## src/hw/rtl/bzeval_pkg.sv

```systemverilog
// ----------------------------------------------------------------------------
// Bezier curve point evaluator package
// Sizes, request and response types, and control structs shared by the unit.
// ----------------------------------------------------------------------------
package bzeval_pkg;

   localparam int MAX_POINTS     = 16;
   localparam int IDX_W          = $clog2(MAX_POINTS);
   localparam int CNT_W          = $clog2(MAX_POINTS + 1);
   localparam int COORD_W        = 32;
   localparam int T_W            = 17;
   localparam int FRAC_W         = 16;
   localparam int ONE_Q16        = 65536;
   localparam int DIFF_W         = COORD_W + 1;
   localparam int PROD_W         = DIFF_W + T_W + 1;
   localparam int LEVEL_SPACING  = 4;
   localparam int GAP_W          = $clog2(LEVEL_SPACING);
   localparam int NP_W           = 5;
   localparam int NP_RESET       = 4;
   localparam int CSR_ADDR_W     = 3;
   localparam int CSR_DATA_W     = 32;
   localparam int CSR_IDX_LSB    = 2;

   localparam logic [CSR_ADDR_W-CSR_IDX_LSB-1:0] CSR_IDX_NUM_POINTS = 1'b0;

   typedef enum logic {
      ACT_LOAD = 1'b0,
      ACT_EVAL = 1'b1
   } action_type;

   typedef struct packed {
      action_type          action;
      logic [3:0]          point_index;
      logic signed [31:0]  point_x;
      logic signed [31:0]  point_y;
      logic signed [31:0]  point_z;
      logic [16:0]         curve_param;
   } req_type;

   typedef struct packed {
      logic signed [31:0]  curve_x;
      logic signed [31:0]  curve_y;
      logic signed [31:0]  curve_z;
   } rsp_type;

   typedef struct packed {
      logic signed [COORD_W-1:0] x;
      logic signed [COORD_W-1:0] y;
      logic signed [COORD_W-1:0] z;
   } point_type;

   typedef struct packed {
      logic             valid;
      logic             first;
      logic             pass;
      logic             last;
      logic             from_store;
      logic [IDX_W-1:0] idx;
   } rd_tag_type;

   typedef struct packed {
      logic             wr_en;
      logic             res_en;
      logic [IDX_W-1:0] idx;
   } wb_type;

endpackage

```

## src/hw/rtl/bzeval_lerp_unit.sv

```systemverilog
// ----------------------------------------------------------------------------
// Bezier interpolation pipeline
// Computes a + floor(t * (b - a) / 2^16) per coordinate over three stages:
// difference, multiply, add and write back.
// ----------------------------------------------------------------------------
module bzeval_lerp_unit (
   input  logic                           clock,
   input  logic                           reset,
   input  bzeval_pkg::rd_tag_type         rd_tag,
   input  logic [bzeval_pkg::T_W-1:0]     curve_t,
   input  bzeval_pkg::point_type          store_data,
   input  bzeval_pkg::point_type          work_data,
   output bzeval_pkg::wb_type             wb,
   output bzeval_pkg::point_type          wb_data
);

   bzeval_pkg::rd_tag_type tag1_ff;
   bzeval_pkg::point_type  rd_pt;
   bzeval_pkg::point_type  a_ff;
   bzeval_pkg::point_type  a_in;
   bzeval_pkg::point_type  keep2_in;
   bzeval_pkg::point_type  keep2_ff;
   bzeval_pkg::point_type  keep3_ff;
   bzeval_pkg::wb_type     s2_in;
   bzeval_pkg::wb_type     s2_ff;
   bzeval_pkg::wb_type     s3_ff;

   logic signed [bzeval_pkg::DIFF_W-1:0] dx_in;
   logic signed [bzeval_pkg::DIFF_W-1:0] dy_in;
   logic signed [bzeval_pkg::DIFF_W-1:0] dz_in;
   logic signed [bzeval_pkg::DIFF_W-1:0] dx_ff;
   logic signed [bzeval_pkg::DIFF_W-1:0] dy_ff;
   logic signed [bzeval_pkg::DIFF_W-1:0] dz_ff;
   logic signed [bzeval_pkg::PROD_W-1:0] px_in;
   logic signed [bzeval_pkg::PROD_W-1:0] py_in;
   logic signed [bzeval_pkg::PROD_W-1:0] pz_in;
   logic signed [bzeval_pkg::PROD_W-1:0] px_ff;
   logic signed [bzeval_pkg::PROD_W-1:0] py_ff;
   logic signed [bzeval_pkg::PROD_W-1:0] pz_ff;
   logic signed [bzeval_pkg::T_W:0]      t_s;

   assign t_s = $signed({1'b0, curve_t});

   always_comb begin
      rd_pt = tag1_ff.from_store ? store_data : work_data;
   end

   always_comb begin
      s2_in    = '0;
      a_in     = a_ff;
      keep2_in = a_ff;
      dx_in    = '0;
      dy_in    = '0;
      dz_in    = '0;
      if (tag1_ff.valid) begin
         a_in = rd_pt;
         if (tag1_ff.pass) begin
            s2_in.res_en = 1'b1;
            keep2_in     = rd_pt;
         end else if (!tag1_ff.first) begin
            s2_in.wr_en  = !tag1_ff.last;
            s2_in.res_en = tag1_ff.last;
            s2_in.idx    = tag1_ff.idx - bzeval_pkg::IDX_W'(1);
            dx_in = bzeval_pkg::DIFF_W'(rd_pt.x) - bzeval_pkg::DIFF_W'(a_ff.x);
            dy_in = bzeval_pkg::DIFF_W'(rd_pt.y) - bzeval_pkg::DIFF_W'(a_ff.y);
            dz_in = bzeval_pkg::DIFF_W'(rd_pt.z) - bzeval_pkg::DIFF_W'(a_ff.z);
         end
      end
   end

   always_comb begin
      px_in = bzeval_pkg::PROD_W'(dx_ff) * bzeval_pkg::PROD_W'(t_s);
      py_in = bzeval_pkg::PROD_W'(dy_ff) * bzeval_pkg::PROD_W'(t_s);
      pz_in = bzeval_pkg::PROD_W'(dz_ff) * bzeval_pkg::PROD_W'(t_s);
   end

   always_ff @(posedge clock) begin
      if (reset) begin
         tag1_ff <= '0;
         s2_ff   <= '0;
         s3_ff   <= '0;
      end else begin
         tag1_ff <= rd_tag;
         s2_ff   <= s2_in;
         s3_ff   <= s2_ff;
      end
   end

   always_ff @(posedge clock) begin
      a_ff     <= a_in;
      keep2_ff <= keep2_in;
      keep3_ff <= keep2_ff;
      dx_ff    <= dx_in;
      dy_ff    <= dy_in;
      dz_ff    <= dz_in;
      px_ff    <= px_in;
      py_ff    <= py_in;
      pz_ff    <= pz_in;
   end

   always_comb begin
      wb        = s3_ff;
      wb_data.x = $signed(keep3_ff.x + px_ff[bzeval_pkg::FRAC_W +: bzeval_pkg::COORD_W]);
      wb_data.y = $signed(keep3_ff.y + py_ff[bzeval_pkg::FRAC_W +: bzeval_pkg::COORD_W]);
      wb_data.z = $signed(keep3_ff.z + pz_ff[bzeval_pkg::FRAC_W +: bzeval_pkg::COORD_W]);
   end

endmodule

```

## config.mk

```make
export PLATFORM = sky130hd
export DESIGN_NAME = bzeval_lerp_unit
export DESIGN_NICKNAME = d
export VERILOG_FILES = /design/src/hw/rtl/bzeval_pkg.sv /design/src/hw/rtl/bzeval_lerp_unit.sv
export SDC_FILE = /design/constraint.sdc
export NUM_CORES = 2
export LEC_CHECK = 0
export CORE_MARGIN = 1
export CORE_UTILIZATION = 46
export CTS_CLUSTER_DIAMETER = 30
export DETAILED_ROUTE_END_ITERATION = 7
export DONT_BUFFER_PORTS = 1
export HOLD_SLACK_MARGIN = 0.1
export PLACE_DENSITY_LB_ADDON = 0.08
export SLEW_MARGIN = 20
export SYNTH_ARGS = -nofsm -noshare
export SYNTH_HDL_FRONTEND = slang
export SYNTH_SLANG_ARGS = --single-unit
```

## constraint.sdc

```tcl
create_clock -name clock -period 10.45 [get_ports clock]
set_input_delay 2.09 -clock clock [delete_from_list [all_inputs] [get_ports clock]]
set_output_delay 2.09 -clock clock [all_outputs]
set_load 0.02 [all_outputs]
```

==> impl_metrics.json <==
{
  "pin_count": 322,
  "layout_common_cells": "inv_1, fa_1, and2_1",
  "cp_data_arrival_time_ps": 8780,
  "grt_max_degree": 107,
  "crit_type": "input port to flip-flop",
  "routedLengthMet1_um": 87400,
  "ys.warnings.count": 0,
  "htree_levels": 3,
  "grt_use_total": 0.248,
  "powerDensity_nw_per_um2": 155,
  "grt_pass1_vias": 58857,
  "met3_length_um": 8070,
  "cts.sinks": 504,
  "dpl.hpwl_um": 147000,
  "cp-end-kind": "flip-flop",
  "vias": 54067,
  "wl_met2_um": 102000,
  "syn_area_per_cell_um2": 9.23,
  "wl_um": 202000,
  "irDropWorstVdd_uv": 215,
  "ys.flop_type": "dfxtp_1",
  "clk_pin_slew_ps": 50,
  "syn_to_final_growth_pct": 8.19,
  "switching_share": 0.423,
  "min_period_ps": 8080,
  "dieArea_um2": 171000,
  "cp.required_ps": 11150,
  "initial_core_util": 0.464,
  "synth_edf_count": 96,
  "post_cts_buffers": 0,
  "post_cts_resized": 0,
  "clock_latency_ps": 790,
  "route.top_layer_used": "met5",
  "stdcell_count": 10575,
  "min_path_type": "flip-flop to flip-flop",
  "skew_ps": 52.6,
  "gp_congestion": 0.837,
  "p_clk_frac": 0.311,
  "tightest_slew_ps": 1060,
  "antenna_found_initial": 7,
  "clockBufferDepth": 3,
  "ys_seq_area_frac": 0.142,
  "setup.worst_path.start_class": "input port",
  "slew_headroom": 0.291,
  "fin_setup_tns_ps": 0,
  "drc": 0,
  "final_common_cell": "inv_1",
  "p_leak_nw": 41.7,
  "first_pass_iters": 5,
  "setup_viol": 0,
  "die_height_um": 413,
  "grt_overflow": 0,
  "ys_ff_latch": 504,
  "finalMaxSlewViolations": 0,
  "ant_nets": 0,
  "rsz0062_at_grt": "false",
  "cts_tree": "built",
  "die_x_um": 413,
  "hold_violations": 0,
  "drv_cap": 0,
  "path_max_fanout": 99,
  "syn_area_um2": 77700,
  "dp.cells": 10339,
  "p_int_mw": 7.53,
  "ys_types": 72,
  "p_sw_mw": 5.52,
  "combinationalPowerShare": 0.493,
  "synthCells": 8428,
  "drive_gt1_frac": 0.0440,
  "p_seq_frac": 0.196,
  "status": "finished, final reports clean",
  "dr.first_iter.drc_count": 2504,
  "max_freq_ghz": 0.124,
  "final_nets": 10546,
  "syn_nets": 10716,
  "avgRoutedWirePerCell_um": 19.1,
  "clock-root-buffer": "clkbuf_16",
  "grt_pass1_wl_um": 329000,
  "core-area_um2": 167000,
  "via_per_inst": 5.11,
  "numCtsBuffers": 121,
  "ctsHoldBuffers": 0,
  "rows": 150,
  "port_buffers": 0,
  "synthArstFlopShare": 0,
  "period_share": 0.773
}
==> critical path: stages <==
cell and delay, ps:
and2_1 290, fa_1 530, inv_1 50, fa_1 470
fa_1 510, inv_1 60, fa_1 480, fa_1 490
inv_1 50, fa_1 470, inv_1 40, ha_1 400
a21o_1 220, a31o_1 200, a211o_1 260, o31a_1 340
a221o_1 440, a31oi_2 330, nor2_1 130, or3_4 420
a31oi_4 210, xnor2_1 140
==> per-layer routing <==
metal / track usage / vias to the layer above
li1: - / 24849
met2: 0.435 / 1068
met5: 0 / -
met1: 0.325 / 27898
met4: 0.0602 / 2
met3: 0.0285 / 250
==> cells by family after synthesis <==
group / synth area share
AOI/OAI and AO/OA: 0.0629
xor gates and xnor gates: 0.0319
adders and majority gates: 0.482
buffers and inverters: 0.111
DFF: 0.142
muxes: 0.0138
and+or+nand+nor: 0.156
==> per-stage QoR <==
stage | power [mW] | instance area, um2 | hold WS [ps] | setup slack, ps | utilization
after global routing | 14.1 | 84100 | 326 | 2280 | 0.502
after CTS | 13.2 | 84100 | 311 | 2540 | 0.502
after global placement | 9.02 | 79600 | 310 | 1720 | 0.475
after detailed placement | 9.06 | 79600 | 312 | 1710 | 0.475
final | 13.0 | 84100 | 311 | 2370 | 0.502
after floorplan | 7.49 | 77700 | 310 | 1830 | -
==> layout make-up <==
class,count,area [um2]
Clock inverter,81,1120
Clock buffer,151,3400
Sequential cell,504,11100
Tap cell,2204,2760
Fill cell,15891,83300
Multi-Input combinational cell,5633,58100
Timing Repair Buffer,43,335
Inverter,1955,7340
Antenna cell,4,10.0
==> final timing paths <==
path | to | depth (start not counted) | slack (ps) | startpoint
max reg2reg | py_ff[47] | 23 | 2960 | dy_ff[7]
min reg2reg | keep3_ff[49] | 0 | 310 | keep2_ff[49]
max | pz_ff[42] | 22 | 2370 | curve_t[6]
min | keep3_ff[49] | 0 | 310 | keep2_ff[49]
==> power by group through the flow <==
stage | Clock (mW) | Sequential, mW | Combinational (mW)
2_1_floorplan | 0 | 2.42 | 5.08
3_3_place_gp | 0 | 2.61 | 6.41
3_5_place_dp | 0 | 2.60 | 6.46
4_1_cts | 4.15 | 2.57 | 6.52
5_1_grt | 4.26 | 2.58 | 7.27
6_report | 4.06 | 2.56 | 6.43
==> Yosys cell counts (5+ instances only) <==
| library cell | n | area share |
|---|---|---|
| inv_1 | 1955 | 0.094 |
| and4_1 | 5 | 0.00056 |
| dfxtp_1 | 408 | 0.11 |
| fa_1 | 1548 | 0.40 |
| clkbuf_1 | 324 | 0.016 |
| edfxtp_1 | 96 | 0.037 |
| ha_1 | 520 | 0.084 |
| nand2b_1 | 38 | 0.0031 |
| nand3_1 | 49 | 0.0032 |
| a31oi_1 | 23 | 0.0019 |
| a221oi_1 | 5 | 0.00056 |
| a211o_1 | 9 | 0.0010 |
| nor3b_1 | 11 | 0.0011 |
| mux2i_1 | 6 | 0.00077 |
| and2_1 | 958 | 0.077 |
| nor2_1 | 222 | 0.011 |
| nand2_1 | 910 | 0.044 |
| o21ai_0 | 209 | 0.013 |
| mux2_2 | 90 | 0.013 |
| buf_1 | 12 | 0.00058 |
| o211ai_1 | 25 | 0.0024 |
| o31ai_1 | 7 | 0.00068 |
| nor3_1 | 70 | 0.0045 |
| o2111ai_1 | 11 | 0.0012 |
| nor4_1 | 5 | 0.00040 |
| nand4_1 | 26 | 0.0021 |
| a21boi_0 | 12 | 0.0012 |
| o21a_1 | 53 | 0.0051 |
| and3_1 | 32 | 0.0026 |
| a211oi_1 | 25 | 0.0024 |
| xor2_1 | 95 | 0.011 |
| o31a_1 | 7 | 0.00079 |
| nor2b_1 | 58 | 0.0047 |
| or3_1 | 16 | 0.0013 |
| a21o_1 | 102 | 0.0098 |
| a21oi_1 | 207 | 0.013 |
| o21bai_1 | 24 | 0.0023 |
| a31o_2 | 5 | 0.00056 |
| xnor2_1 | 188 | 0.021 |
==> flip-flops by register name (all words and copies together) (netlist names), 33 cells and up <==
name and flops:
dy_ff 33, keep2_ff 96, dx_ff 33, keep3_ff 96, dz_ff 33, a_ff 96
No activity file was read; power rests on OpenSTA's default activity.
