## src/hw/rtl/bzeval_pkg.sv

```systemverilog
// ----------------------------------------------------------------------------
// Bezier curve point evaluator package
// Sizes, request and response types, and control structs shared by the unit.
// ----------------------------------------------------------------------------
package bzeval_pkg;

   localparam int MAX_POINTS     = 16;
   localparam int IDX_W          = $clog2(MAX_POINTS);
   localparam int CNT_W          = $clog2(MAX_POINTS + 1);
   localparam int COORD_W        = 32;
   localparam int T_W            = 17;
   localparam int FRAC_W         = 16;
   localparam int ONE_Q16        = 65536;
   localparam int DIFF_W         = COORD_W + 1;
   localparam int PROD_W         = DIFF_W + T_W + 1;
   localparam int LEVEL_SPACING  = 4;
   localparam int GAP_W          = $clog2(LEVEL_SPACING);
   localparam int NP_W           = 5;
   localparam int NP_RESET       = 4;
   localparam int CSR_ADDR_W     = 3;
   localparam int CSR_DATA_W     = 32;
   localparam int CSR_IDX_LSB    = 2;

   localparam logic [CSR_ADDR_W-CSR_IDX_LSB-1:0] CSR_IDX_NUM_POINTS = 1'b0;

   typedef enum logic {
      ACT_LOAD = 1'b0,
      ACT_EVAL = 1'b1
   } action_type;

   typedef struct packed {
      action_type          action;
      logic [3:0]          point_index;
      logic signed [31:0]  point_x;
      logic signed [31:0]  point_y;
      logic signed [31:0]  point_z;
      logic [16:0]         curve_param;
   } req_type;

   typedef struct packed {
      logic signed [31:0]  curve_x;
      logic signed [31:0]  curve_y;
      logic signed [31:0]  curve_z;
   } rsp_type;

   typedef struct packed {
      logic signed [COORD_W-1:0] x;
      logic signed [COORD_W-1:0] y;
      logic signed [COORD_W-1:0] z;
   } point_type;

   typedef struct packed {
      logic             valid;
      logic             first;
      logic             pass;
      logic             last;
      logic             from_store;
      logic [IDX_W-1:0] idx;
   } rd_tag_type;

   typedef struct packed {
      logic             wr_en;
      logic             res_en;
      logic [IDX_W-1:0] idx;
   } wb_type;

endpackage

```

## src/hw/rtl/bzeval_sequencer.sv

```systemverilog
// ----------------------------------------------------------------------------
// Bezier level sequencer
// Walks the de Casteljau levels, issuing one memory read per cycle, spacing
// short levels so write-back lands before the next level reads it.
// ----------------------------------------------------------------------------
module bzeval_sequencer (
   input  logic                           clock,
   input  logic                           reset,
   input  logic                           start,
   input  logic [bzeval_pkg::CNT_W-1:0]   n_pts,
   input  logic                           res_en,
   input  logic                           out_free,
   output bzeval_pkg::rd_tag_type         rd_tag,
   output logic                           busy,
   output logic                           push
);

   typedef enum logic [2:0] {
      ST_IDLE,
      ST_RUN,
      ST_GAP,
      ST_DRAIN,
      ST_HOLD
   } state_type;

   state_type                        state_ff;
   state_type                        state_in;
   logic [bzeval_pkg::IDX_W-1:0]     m_ff;
   logic [bzeval_pkg::IDX_W-1:0]     m_in;
   logic [bzeval_pkg::IDX_W-1:0]     j_ff;
   logic [bzeval_pkg::IDX_W-1:0]     j_in;
   logic                             first_lvl_ff;
   logic                             first_lvl_in;
   logic [bzeval_pkg::GAP_W-1:0]     gap_ff;
   logic [bzeval_pkg::GAP_W-1:0]     gap_in;
   logic                             pass;

   always_comb begin
      state_in     = state_ff;
      m_in         = m_ff;
      j_in         = j_ff;
      first_lvl_in = first_lvl_ff;
      gap_in       = gap_ff;
      rd_tag       = '0;
      push         = 1'b0;
      pass         = (m_ff == '0);
      case (state_ff)
         ST_IDLE: begin
            if (start) begin
               m_in         = bzeval_pkg::IDX_W'(n_pts - bzeval_pkg::CNT_W'(1));
               j_in         = '0;
               first_lvl_in = 1'b1;
               state_in     = ST_RUN;
            end
         end
         ST_RUN: begin
            rd_tag.valid      = 1'b1;
            rd_tag.idx        = j_ff;
            rd_tag.first      = (j_ff == '0) && !pass;
            rd_tag.pass       = pass;
            rd_tag.last       = pass || (m_ff == bzeval_pkg::IDX_W'(1));
            rd_tag.from_store = first_lvl_ff;
            if (pass || (j_ff == m_ff)) begin
               if (m_ff <= bzeval_pkg::IDX_W'(1)) begin
                  state_in = ST_DRAIN;
               end else begin
                  m_in         = m_ff - bzeval_pkg::IDX_W'(1);
                  j_in         = '0;
                  first_lvl_in = 1'b0;
                  if (int'(m_ff) < bzeval_pkg::LEVEL_SPACING) begin
                     gap_in   = bzeval_pkg::GAP_W'(bzeval_pkg::LEVEL_SPACING - int'(m_ff));
                     state_in = ST_GAP;
                  end
               end
            end else begin
               j_in = j_ff + bzeval_pkg::IDX_W'(1);
            end
         end
         ST_GAP: begin
            gap_in = gap_ff - bzeval_pkg::GAP_W'(1);
            if (gap_ff == bzeval_pkg::GAP_W'(1)) begin
               state_in = ST_RUN;
            end
         end
         ST_DRAIN: begin
            if (res_en) begin
               state_in = ST_HOLD;
            end
         end
         ST_HOLD: begin
            if (out_free) begin
               push     = 1'b1;
               state_in = ST_IDLE;
            end
         end
         default: begin
            state_in = ST_IDLE;
         end
      endcase
   end

   assign busy = (state_ff != ST_IDLE);

   always_ff @(posedge clock) begin
      if (reset) begin
         state_ff     <= ST_IDLE;
         m_ff         <= '0;
         j_ff         <= '0;
         first_lvl_ff <= 1'b0;
         gap_ff       <= '0;
      end else begin
         state_ff     <= state_in;
         m_ff         <= m_in;
         j_ff         <= j_in;
         first_lvl_ff <= first_lvl_in;
         gap_ff       <= gap_in;
      end
   end

endmodule

```

## config.mk

```make
export PLATFORM = sky130hd
export DESIGN_NAME = bzeval_sequencer
export DESIGN_NICKNAME = d
export VERILOG_FILES = /design/src/hw/rtl/bzeval_pkg.sv /design/src/hw/rtl/bzeval_sequencer.sv
export SDC_FILE = /design/constraint.sdc
export NUM_CORES = 1
export LEC_CHECK = 0
export ABC_AREA = 0
export ABC_CLOCK_PERIOD_IN_PS = 4100
export BUFFER_PORTS_ARGS = -buffer_cell sky130_fd_sc_hd__clkbuf_2
export CORE_MARGIN = 1
export CORE_UTILIZATION = 58
export CTS_CLUSTER_SIZE = 25
export DETAILED_ROUTE_END_ITERATION = 7
export GPL_TIMING_DRIVEN = 0
export PLACE_DENSITY = 0.91
export SLEW_MARGIN = 40
export SYNTH_ARGS = -nofsm -noshare
export SYNTH_HDL_FRONTEND = slang
export SYNTH_SLANG_ARGS = --single-unit
export TNS_END_PERCENT = 20
```

## constraint.sdc

```tcl
create_clock -name clock -period 4.1 [get_ports clock]
set_clock_uncertainty 0.1 [all_clocks]
set_input_delay 0.205 -clock clock [delete_from_list [all_inputs] [get_ports clock]]
set_output_delay 0.205 -clock clock [all_outputs]
set_load 0.02 [all_outputs]
```

==> results of run 1 <==
## power by group through the flow
stage               sequential [uW]  combinational (uW)  clock, uW
floorplan                       204                 429          0
global placement                211                 518          0
detailed placement              212                 542          0
CTS                             210                 550       79.4
global route                    216                 614       84.2
finish                          211                 558       77.2
## per-stage QoR
step	total power [uW]	hold slack, ns
floorplan	633	0.184
global route	914	0.0780
global placement	729	0.338
detailed placement	754	0.347
finish	846	0.0594
CTS	839	0.0511
## registers in the layout, indices dropped and copies added, names as in the netlist
name	flops
j_ff	4
m_ff	4
first_lvl_ff	1
gap_ff	2
state_ff	3
## cell type report
| type | instances | area (um2) |
|---|---|---|
| buffer | 9 | 58.8 |
| multi-input combinational | 93 | 664 |
| clock buffer | 3 | 22.5 |
| timing repair buffer | 19 | 95.1 |
| inverter | 11 | 41.3 |
| tap | 24 | 30.0 |
| fill | 125 | 402 |
| sequential | 14 | 280 |
## cell usage after synthesis (3+ instances only)
cell type | n | share of area
o21ai_0 | 4 | 0.019
a31oi_1 | 3 | 0.018
nand2_1 | 4 | 0.014
inv_1 | 10 | 0.036
clkbuf_1 | 3 | 0.011
xnor2_1 | 4 | 0.034
a211oi_1 | 4 | 0.029
nor2_1 | 17 | 0.061
ha_1 | 6 | 0.072
dfxtp_1 | 14 | 0.27
mux2i_1 | 5 | 0.048
a21oi_1 | 4 | 0.019
nand3_1 | 3 | 0.014
nor3_1 | 3 | 0.014
and2_1 | 3 | 0.018
## worst paths after layout
path / depth (start not counted) / slack (ns) / end / startpoint
setup / recovery: 7 / 1.64 / rd_tag[6] / state_ff[2]
hold reg to reg: 2 / 0.40 / gap_ff[1] / gap_ff[1]
hold / removal: 2 / 0.06 / m_ff[2] / reset
setup reg to reg: 8 / 1.65 / m_ff[3] / m_ff[0]
## layer usage
layer / share of wire / global-route usage / vias to the layer above
li1: - / - / 507
met1: 0.43 / 0.357 / 480
met2: 0.50 / 0.476 / 41
met3: 0.050 / 0.0367 / 9
met4: 0.022 / 0.145 / 0
met5: 0 / 0 / -
## kinds of logic after synthesis
group                      Yosys count  share of synthesized area
xor gates and xnor gates             6                     0.0503
and+or+nand+nor                     44                      0.236
buffers and inverters               20                     0.0958
AOI/OAI and AO/OA                   32                      0.230
DFF                                 14                      0.268
adders and majority gates            6                     0.0719
muxes                                5                     0.0479
## worst max-delay path, cell delays in order (launching register included)
cell      delay, ns
dfxtp_1        0.31
buf_6          0.13
or3b_1         0.38
buf_6          0.16
inv_2          0.10
clkbuf_1       0.39
and3_1         0.24
clkbuf_2       0.16
==> flow_metrics.env, run 1 <==
export IMPL_syn_nets=143
export IMPL_final_cell_mix="clkbuf_2 (19), nor2_1 (17), dfxtp_1 (14)"
export IMPL_post_drt_wl_per_cell_um=14.0
export IMPL_ys_seq_area_frac=0.268
export IMPL_drcViolationCount=0
export IMPL_p_int_uw=427
export IMPL_fmax_mhz=407
export IMPL_cts_sinks=14
export IMPL_slew_headroom=0.605
export IMPL_synthArstFlopShare=0
export IMPL_antenna_found_initial=0
export IMPL_layout_nets=167
export IMPL_power_frac_comb=0.659
export IMPL_clkSlewWorstSetupHoldPaths_ns=0.08
export IMPL_cts_buffers_inserted=3
export IMPL_layout_commonest_cell="clkbuf_2"
export IMPL_placed_cell_area_mm2=0.00117
export IMPL_clk_latency_ns=0.28
export IMPL_worst_pin_slew_ns=0.578
export IMPL_dieWidth_um=44.4
export IMPL_ctsRootBufferMaster="clkbuf_4"
export IMPL_io_buffers=19
export IMPL_syn_cell_area_mm2=0.00104
export IMPL_avgSynthCellArea_um2=8.23
export IMPL_critPathCaptureType="output pin"
export IMPL_clock_power_share=0.091
export IMPL_crit_required_ns=3.80
export IMPL_critPathArrivalTime_ns=2.15
export IMPL_yosys_register_bits=14
export IMPL_peakVddDrop_uv=479
export IMPL_placementRows=14
export IMPL_cts_resized=0
export IMPL_wirelength_um=2430
export IMPL_tns_ns=0
export IMPL_postCtsHoldBufs=0
export IMPL_power_frac_seq=0.249
export IMPL_drt_initial_drc_count=35
export IMPL_route_vias_total=1037
export IMPL_core_mm2=0.00159
export IMPL_die_h_um=44.4
export IMPL_p_switching_uw=419
export IMPL_ant_nets=0
export IMPL_cts_buffer_depth=2
export IMPL_fin_ws_ns=1.64
export IMPL_ys_warn_count=0
export IMPL_crit_fanout=10
export IMPL_critPathKind="register to output pin"
export IMPL_min_period_ns=2.46
export IMPL_cts_setup_buffers=0
export IMPL_cap_violations=0
export IMPL_place_inst=170
export IMPL_die_area_mm2=0.00197
export IMPL_grt_max_degree=11
export IMPL_grt_usage=0.285
export IMPL_rsz0062_at_grt="false"
export IMPL_hpwl_um=1760
export IMPL_syn_to_final_growth_pct=14.1
export IMPL_hold_class="primary input to register"
export IMPL_ioPinCount=21
export IMPL_start_util=0.655
export IMPL_gp_congestion=0.832
export IMPL_power_leakage_uw=0.000492
export IMPL_fin_area_mm2=0.00119
export IMPL_drive_above_1_share=0.221
export IMPL_stdcell_count=173
export IMPL_synth_cell_types=46
export IMPL_status="finished, final reports clean"
export IMPL_synth_cells=127
export IMPL_post_route_util=0.748
export IMPL_pre_cts_ws_ns=1.69
export IMPL_start_kind="register"
export IMPL_synthFlopType="dfxtp_1"
export IMPL_grt_overflow=0
export IMPL_antenna_cells=0
export IMPL_setup_viol=0
export IMPL_fin_crit_sh=0.600
export IMPL_synth_edf_count=0
export IMPL_dr_pass1_iters=4
export IMPL_finalHoldViolCount=0
export IMPL_swShare=0.495
export IMPL_maxSlewViolCount=0
export IMPL_power_per_cell_area_mw_per_mm2=709
export IMPL_grt_pass1_wl_um=4170
export IMPL_htreeDepth=1
export IMPL_first_global_vias=933
export IMPL_cts_tree="done"
export IMPL_via_per_inst=5.99
(Power assumes the default switching activity.)
==> inputs of run 2 (changes only) <==
- ABC_CLOCK_PERIOD_IN_PS: 4100 -> 2450
- CORE_UTILIZATION: 58 -> 53
- PLACE_DENSITY: 0.91 -> 0.84
- clock period: 4.1 -> 2.45 ns (I/O delays scaled with it)
==> flow_metrics.env, run 2 (synthesis gave the netlist of run 1 again) <==
export IMPL_status="finished, final reports clean"
export IMPL_power_frac_comb=0.663
export IMPL_wirelength_um=2320
export IMPL_ant_nets=0
export IMPL_first_global_vias=957
export IMPL_power_per_cell_area_mw_per_mm2=1180
export IMPL_critPathKind="register to output pin"
export IMPL_htreeDepth=1
export IMPL_dr_pass1_iters=4
export IMPL_layout_commonest_cell="clkbuf_2"
export IMPL_crit_required_ns=2.23
export IMPL_hold_class="primary input to register"
export IMPL_rsz0062_at_grt="false"
export IMPL_layout_nets=169
export IMPL_fmax_mhz=426
export IMPL_cts_tree="done"
export IMPL_reg_top3="j_ff (4), m_ff (4), state_ff (3)"
export IMPL_peakVddDrop_uv=696
export IMPL_placementRows=15
export IMPL_r2r_cells=9
export IMPL_antenna_cells=0
export IMPL_final_cell_mix="clkbuf_2 (19), nor2_1 (17), dfxtp_1 (14)"
export IMPL_hpwl_um=1760
export IMPL_die_area_mm2=0.00215
export IMPL_clkSlewWorstSetupHoldPaths_ns=0.08
export IMPL_p_int_uw=738
export IMPL_p_switching_uw=699
export IMPL_grt_usage=0.257
export IMPL_worst_pin_slew_ns=0.520
export IMPL_slew_headroom=0.644
export IMPL_min_period_ns=2.35
export IMPL_finalHoldViolCount=0
export IMPL_setup_viol=0
export IMPL_core_mm2=0.00178
export IMPL_via_per_inst=5.73
export IMPL_maxSlewViolCount=0
export IMPL_crit_fanout=10
export IMPL_syn_to_final_growth_pct=16.6
export IMPL_tns_ns=0
export IMPL_swShare=0.486
export IMPL_cts_buffers_inserted=3
export IMPL_grt_overflow=0
export IMPL_fillers=154
export IMPL_route_vias_total=1008
export IMPL_clk_latency_ns=0.29
export IMPL_gp_congestion=0.867
export IMPL_clock_power_share=0.092
export IMPL_antenna_found_initial=0
export IMPL_ctsRootBufferMaster="clkbuf_4"
export IMPL_cap_violations=0
export IMPL_post_drt_wl_per_cell_um=13.2
export IMPL_drt_initial_drc_count=23
export IMPL_dieWidth_um=46.4
export IMPL_grt_max_degree=11
export IMPL_cts_buffer_depth=2
export IMPL_drive_above_1_share=0.225
export IMPL_io_buffers=19
export IMPL_ioPinCount=21
export IMPL_die_h_um=46.4
export IMPL_grt_pass1_wl_um=3920
export IMPL_power_frac_seq=0.244
export IMPL_critPathCaptureType="output pin"
export IMPL_power_leakage_uw=0.000503
export IMPL_placed_cell_area_mm2=0.00117
export IMPL_drcViolationCount=0
export IMPL_fin_area_mm2=0.00122
export IMPL_critPathArrivalTime_ns=2.12
export IMPL_min_path_cells=3
export IMPL_start_kind="register"
export IMPL_fin_crit_sh=0.957
export IMPL_start_util=0.586
export IMPL_cts_sinks=14
## run 2: cell count changes in the layout (fill, tap and decap cells not counted), sizes merged
| cell | change |
|---|---|
| buf | +1 |
| dlygate4sd3 | +1 |
## run 2: final timing paths
check                                   end        start  slack, ns
worst min register to register    gap_ff[1]    gap_ff[1]       0.42
worst max-delay path              rd_tag[6]  state_ff[0]       0.10
worst max register to register      m_ff[1]      m_ff[0]       0.20
worst min-delay path            state_ff[2]     out_free       0.11
## run 2: timing repair
| action | CTS | global route |
|---|---|---|
| setup endpoints to repair | 0 | 3 |
| hold buffers | 1 | 0 |
| resized for setup | 0 | 1 |
| buffers inserted | 0 | 1 |
| endpoints found under the hold margin | 1 | 0 |
## run 2: layout make-up
| class | count | area [um2] | share of cell area |
|---|---|---|---|
| multi-input combinational | 93 | 672 | 0.551 |
| sequential | 14 | 280 | 0.230 |
| timing repair buffer | 21 | 113 | 0.0924 |
| buffer | 9 | 58.8 | 0.0483 |
| inverter | 11 | 41.3 | 0.0339 |
| tap | 25 | 31.3 | 0.0257 |
| clock buffer | 3 | 22.5 | 0.0185 |
## run 2: critical path: stages (launching register included)
cell      delay (ns)
dfxtp_1         0.32
buf_4           0.14
or3b_1          0.36
buf_6           0.16
inv_2           0.08
clkbuf_1        0.36
and3_1          0.25
clkbuf_2        0.17
## run 2: metal layers
metal,wire [um],track usage,vias up
met4,37,0.129,0
met2,1090,0.419,33
met3,109,0.0471,5
met5,0,0,-
met1,1080,0.317,462
li1,-,-,508
## run 2: through the flow
step | hold slack, ns | total power [uW] | utilization | setup WS (ns) | std cells
after floorplan | 0.101 | 1060 | - | 0.343 | 127
after global placement | 0.254 | 1220 | 0.657 | 0.180 | 171
after detailed placement | 0.261 | 1260 | 0.657 | 0.0881 | 171
after CTS | 0.109 | 1390 | 0.675 | 0.0556 | 175
after global routing | 0.102 | 1560 | 0.684 | 0.0114 | 176
final | 0.109 | 1440 | 0.684 | 0.105 | 176
## run 2: power groups by stage
stage                     logic (uW)  registers (uW)  clock network, uW
after floorplan                  718             341                  0
after global placement           869             353                  0
after detailed placement         900             356                  0
after CTS                        908             351                133
after global routing            1050             360                143
final                            954             352                132
==> inputs of run 3 (changes only) <==
- CELL_PAD_IN_SITES_DETAIL_PLACEMENT: default -> 0
- CELL_PAD_IN_SITES_GLOBAL_PLACEMENT: default -> 1
- CORE_UTILIZATION: 53 -> 39
==> flow_metrics.env, run 3 (synthesis gave the netlist of run 1 again) <==
export IMPL_swShare=0.482
export IMPL_finalHoldViolCount=0
export IMPL_dr_pass1_iters=4
export IMPL_htreeDepth=1
export IMPL_maxSlewViolCount=0
export IMPL_cts_setup_buffers=0
export IMPL_grt_overflow=0
export IMPL_min_period_ns=2.33
export IMPL_cts_buffers_inserted=3
export IMPL_die_h_um=53.8
export IMPL_clock_power_share=0.119
export IMPL_layout_nets=168
export IMPL_peakVddDrop_uv=671
export IMPL_drcViolationCount=0
export IMPL_io_buffers=19
export IMPL_power_leakage_uw=0.000505
export IMPL_final_cell_mix="clkbuf_2 (19), nor2_1 (17), dfxtp_1 (14)"
export IMPL_critPathKind="register to output pin"
export IMPL_drt_initial_drc_count=26
export IMPL_die_area_mm2=0.00289
export IMPL_setup_viol=0
export IMPL_cts_sinks=14
export IMPL_placementRows=18
export IMPL_fin_area_mm2=0.00123
export IMPL_start_kind="register"
export IMPL_syn_to_final_growth_pct=17.8
export IMPL_clk_latency_ns=0.29
export IMPL_placed_cell_area_mm2=0.00118
export IMPL_power_frac_comb=0.642
export IMPL_route_vias_total=1014
export IMPL_p_int_uw=759
export IMPL_grt_max_degree=11
export IMPL_start_util=0.418
export IMPL_ioPinCount=21
export IMPL_crit_required_ns=2.23
export IMPL_fin_crit_sh=0.951
export IMPL_power_frac_seq=0.239
export IMPL_worst_pin_slew_ns=0.506
export IMPL_ant_nets=0
export IMPL_post_route_util=0.492
export IMPL_critPathCaptureType="output pin"
export IMPL_post_drt_wl_per_cell_um=13.4
export IMPL_grt_usage=0.201
export IMPL_crit_fanout=10
export IMPL_gp_congestion=0.759
export IMPL_tns_ns=0
export IMPL_layout_commonest_cell="clkbuf_2"
export IMPL_power_total_uw=1460
export IMPL_grt_pass1_wl_um=4240
export IMPL_fmax_mhz=429
export IMPL_antenna_found_initial=0
export IMPL_dieWidth_um=53.8
export IMPL_hpwl_um=1790
export IMPL_core_mm2=0.00250
export IMPL_via_per_inst=5.60
export IMPL_clkSlewWorstSetupHoldPaths_ns=0.09
export IMPL_p_switching_uw=705
export IMPL_antenna_cells=0
export IMPL_wirelength_um=2420
export IMPL_power_per_cell_area_mw_per_mm2=1190
export IMPL_ctsRootBufferMaster="clkbuf_4"
export IMPL_hold_ws_ns=0.0968
export IMPL_cts_buffer_depth=2
export IMPL_reg_top3="j_ff (4), m_ff (4), state_ff (3)"
export IMPL_hold_class="primary input to register"
export IMPL_rsz0062_at_grt="false"
export IMPL_first_global_vias=972
export IMPL_cap_violations=0
export IMPL_status="finished, final reports clean"
export IMPL_critPathArrivalTime_ns=2.11
export IMPL_cts_tree="done"
export IMPL_reg2reg_setup_slack_ns=0.21
export IMPL_drive_above_1_share=0.225
export IMPL_slew_headroom=0.654
==> run 3: power groups by stage <==
| stage | combinational, uW | clock [uW] | sequential, uW |
|---|---|---|---|
| final | 939 | 175 | 350 |
| after global routing | 1050 | 188 | 360 |
| after CTS | 910 | 179 | 352 |
| after detailed placement | 904 | 0 | 358 |
| after global placement | 888 | 0 | 354 |
| after floorplan | 718 | 0 | 341 |
==> run 3: worst paths after layout <==
kind | from | cells after the start | endpoint
setup / recovery | state_ff[2] | 7 | rd_tag[6]
setup reg to reg | m_ff[0] | 8 | m_ff[3]
hold / removal | out_free | 3 | state_ff[2]
hold reg to reg | gap_ff[0] | 1 | gap_ff[0]
==> run 3: what timing repair did <==
action,CTS,global route
endpoints found under the setup margin,0,3
resized for setup,0,1
hold buffers,1,0
hold endpoints to repair,1,0
==> run 3: area by class of cell <==
type                            instances  area (um2)
Fill cell                             253        1270
Multi-Input combinational cell         93         672
Tap cell                               30        37.5
Buffer                                  9        58.8
Sequential cell                        14         280
Clock buffer                            4        36.3
Inverter                               11        41.3
Timing Repair Buffer                   20         105
==> run 3: layer usage <==
metal | vias to the layer above | track usage | wire length, um
met2 | 37 | 0.335 | 1110
met1 | 471 | 0.252 | 1150
met3 | 4 | 0.0367 | 133
li1 | 502 | - | -
met5 | - | 0 | 0
met4 | 0 | 0.0833 | 23
==> run 3: stage by stage <==
step / worst slack, ns / instances
after floorplan: 0.343 / 127
after global placement: 0.104 / 176
after detailed placement: 0.109 / 176
after CTS: 0.0754 / 181
after global routing: 0.0238 / 181
final: 0.121 / 181
==> run 3: worst max-delay path, cell delays in order, from the launching register on <==
cell	delay, ns
dfxtp_1	0.32
buf_6	0.13
or3b_1	0.38
buf_6	0.16
inv_2	0.08
clkbuf_1	0.36
and3_1	0.23
clkbuf_2	0.16
